### src/rtl/rwb_ram.sv
//------------------------------------------------------------------------------
// rwb_ram
// Generic single-port-write, single-port-read RAM with registered read data.
//------------------------------------------------------------------------------
module rwb_ram #(
    parameter int WIDTH = 16,
    parameter int DEPTH = 64
) (
    input  logic                     i_clk,
    input  logic                     i_we,
    input  logic [$clog2(DEPTH)-1:0] i_waddr,
    input  logic [WIDTH-1:0]         i_wdata,
    input  logic [$clog2(DEPTH)-1:0] i_raddr,
    output logic [WIDTH-1:0]         o_rdata
);
    logic [WIDTH-1:0] r_mem [DEPTH];

    always_ff @(posedge i_clk) begin
        if (i_we) begin
            r_mem[i_waddr] <= i_wdata;
        end
        o_rdata <= r_mem[i_raddr];
    end
endmodule

### config.mk
export PLATFORM = sky130hd
export DESIGN_NAME = rwb_ram
export DESIGN_NICKNAME = d
export VERILOG_FILES = /design/src/rtl/rwb_ram.sv
export SDC_FILE = /design/constraint.sdc
export NUM_CORES = 1
export LEC_CHECK = 0
export BUFFER_PORTS_ARGS = -buffer_cell sky130_fd_sc_hd__buf_2
export CAP_MARGIN = 25
export CORE_ASPECT_RATIO = 0.7
export CORE_MARGIN = 2
export CORE_UTILIZATION = 56
export CTS_BUF_LIST = sky130_fd_sc_hd__clkbuf_8
export DETAILED_ROUTE_END_ITERATION = 7
export PLACE_DENSITY = 0.72
export SETUP_SLACK_MARGIN = 0.5
export SKIP_CTS_REPAIR_TIMING = 1
export SKIP_LAST_GASP = 1
export SYNTH_ARGS = -nofsm -noshare
export SYNTH_HDL_FRONTEND = slang
export SYNTH_SLANG_ARGS = --single-unit
### constraint.sdc
create_clock -name i_clk -period 2.71 [get_ports i_clk]
set_input_delay 0.271 -clock i_clk [delete_from_list [all_inputs] [get_ports i_clk]]
set_output_delay 0.271 -clock i_clk [all_outputs]
set_load 0.03 [all_outputs]
==> flow_summary.yaml <==
status:
  status: "completed"
synthesis:
  synth-xor-area-share: 0
  yosys.area.top_type_share: 0.768
  synth-simple-area-share: 0.0265
  synthAdderAreaFrac: 0
  synth_compound_area_frac: 0.0241
  synth_seq_area_share: 0.776
  yosysWarningCount: 0
  ys_ff_latch: 1040
  synth_cells: 1829
  synth.area.top_cells: "edfxtp_1 (77%), mux4_2 (12%), mux2i_1 (2.1%), dfxtp_1 (0.80%), mux2_2 (0.76%)"
  syn-cell-area_um2: 40000
  ys_types: 43
  ys_async_sr_fraction: 0
  post-synth-top-count-cell: "edfxtp_1"
  ys.flop_type: "edfxtp_1"
  synth_top_family_by_area: "multiplexers"
  synth_edf_count: 1024
  synth_common_cells: "edfxtp_1 (1,024), mux4_2 (220), mux2i_1 (85)"
  syn-num-nets: 1859
  syn_area_per_cell_um2: 21.9
  synthMuxAreaShare: 0.155
  synth_top_area_cell: "edfxtp_1"
floorplanning:
  dieArea_um2: 73700
  std_cell_rows: 81
  die_w_um: 324
  core-area_um2: 70300
  die_h_um: 228
  ios: 46
  initial_utilization: 0.569
timing:
  worst_pin_slew_ps: 1060
  relSlewSlack: 0.294
  setup_ws_ps: 604
  setup_tns_ps: 0
  hold_viol_final: 0
  fin_skew_ps: 45.7
  rsz0062_at_grt: "false"
  min_period_over_period: 0.777
  setup_viol: 0
  timing.fmax_mhz: 475
  maxSlewViolCount: 0
  layout_min_cycle_time_ps: 2110
power:
  p_comb_frac: 0.059
  switching_power_mw: 6.94
  power.total_mw: 31.1
  pwr-share-clk: 0.366
  powerDensity_nw_per_um2: 689
  seqPwrFrac: 0.575
  p_leak_nw: 14.7
  swShare: 0.223
  ir_drop_uv: 531
  p_int_mw: 24.1
global_routing:
  grt_max_degree: 66
  grt_use_total: 0.268
  grt_pass1_wl_um: 139000
  grt_pass1_vias: 20000
  antenna_found_initial: 7
  overflow: 0
min_path:
  hp-class: "input pin to flop"
  hold_start: "i_wdata[11]"
critical_path:
  critPathLaunch: "r_mem[31][9]"
  crit_type: "flop to flop"
  cp_cell_sequence: "mux4_2, mux2i_1, nand3_1, a31oi_1, a311oi_1"
  start_kind: "flop"
  cpMaxStageDelayCell: "mux4_2"
  cp.required_ps: 3370
  worstReg2RegStart: "r_mem[31][9]"
  crit_path_end_kind: "flop"
  cp_max_fo: 1
  arrival_ps: 2760
  max_stage_delay_ps: 480
placement:
  placed_cells: 2907
  pre_cts_slack_ps: 159
  place_area_um2: 42300
  gp_congestion: 0.850
  io_buffers: 45
  hpwl_um: 58800
route:
  totalWireLength_um: 96800
  via_per_inst: 6.38
  wl_per_cell_um: 30.5
  drt-initial-drc-count: 2938
  dr.pass1.iters: 6
  num_vias: 20200
  antenna_left: 0
  drcViolationCount: 0
cts:
  clock_path_buffers: 3
  cts_tree: "done"
  clkSlewWorstSetupHoldPaths_ps: 70
  cts_max_level: 4
  root_buffer: "clkbuf_8"
  clock-sinks: 1040
  clkLatencyLatePin_ps: 810
  numCtsBuffers: 150
layout:
  syn_to_final_growth_pct: 12.7
  fin_cells: 3174
  design_area_um2: 45100
  layout-drive-gt1-share: 0.300
  layout.nets: 2142
flow_run:
  max_cap_viol_count: 0
## power by group through the flow
stage | clock (mW) | sequential [mW] | combinational, mW
3_5_place_dp | 0 | 18.2 | 1.79
4_1_cts | 11.6 | 17.9 | 1.80
2_1_floorplan | 0 | 18.2 | 0.922
6_report | 11.4 | 17.9 | 1.83
5_1_grt | 12.2 | 17.9 | 1.93
3_3_place_gp | 0 | 18.2 | 1.75
## per-layer routing
metal / global-route usage / up-vias / wire length (µm)
met5: 0.0170 / - / 168
met4: 0.0817 / 2 / 1960
met3: 0.101 / 115 / 13500
met2: 0.359 / 1318 / 41700
met1: 0.412 / 10600 / 39500
li1: - / 8244 / -
## flip-flops by register name (all words and copies together) (netlist names)
signal / count
r_mem: 1024
o_rdata: 16
## metrics by stage
| step | hold WS, ps | utilization |
|---|---|---|
| finish | 67.1 | 0.641 |
| global route | 69.6 | 0.641 |
| CTS | -76.4 | 0.640 |
| detailed placement | 708 | 0.602 |
| global placement | 710 | 0.602 |
| floorplan | 370 | - |
## cell families after synthesis
family | count (synthesis)
flip-flops | 1040
multiplexers | 336
AND/OR/NAND/NOR | 220
AO/OA/AOI/OAI | 129
buffers and inverters | 104
## placed cells by master (no fill, tap or decap), drive strengths merged, types with 17 or more instances in the layout
| master | count |
|---|---|
| nand3 | 24 |
| mux4 | 224 |
| mux2 | 27 |
| buf | 230 |
| a21oi | 17 |
| clkbuf | 158 |
| nor2b | 30 |
| inv | 50 |
| mux2i | 85 |
| clkinv | 39 |
| edfxtp | 1024 |
| nand2 | 60 |
| nor2 | 74 |
| a22oi | 39 |
## worst max-delay path: cells and delay by family, from the launching register on
| kind | cells | cell delay, ps |
|---|---|---|
| DFF | 1 | 370 |
| AOI/OAI and AO/OA | 2 | 540 |
| muxes | 2 | 750 |
| and+or+nand+nor | 1 | 310 |
## worst paths after layout
kind | endpoint | slack [ps] | cells after the start
max | o_rdata[9] | 600 | 5
min reg2reg | o_rdata[15] | 870 | 4
max reg2reg | o_rdata[9] | 600 | 5
min | r_mem[22][11] | 70 | 1
## final cells by class
class / instances / area (µm²)
Antenna cell: 6 / 15.0
Clock buffer: 158 / 2170
Clock inverter: 96 / 493
Fill cell: 4710 / 25200
Multi-Input combinational cell: 685 / 8250
Sequential cell: 1040 / 31100
Tap cell: 954 / 1190
Timing Repair Buffer: 235 / 1920
No activity file was read; power rests on OpenSTA's default activity.
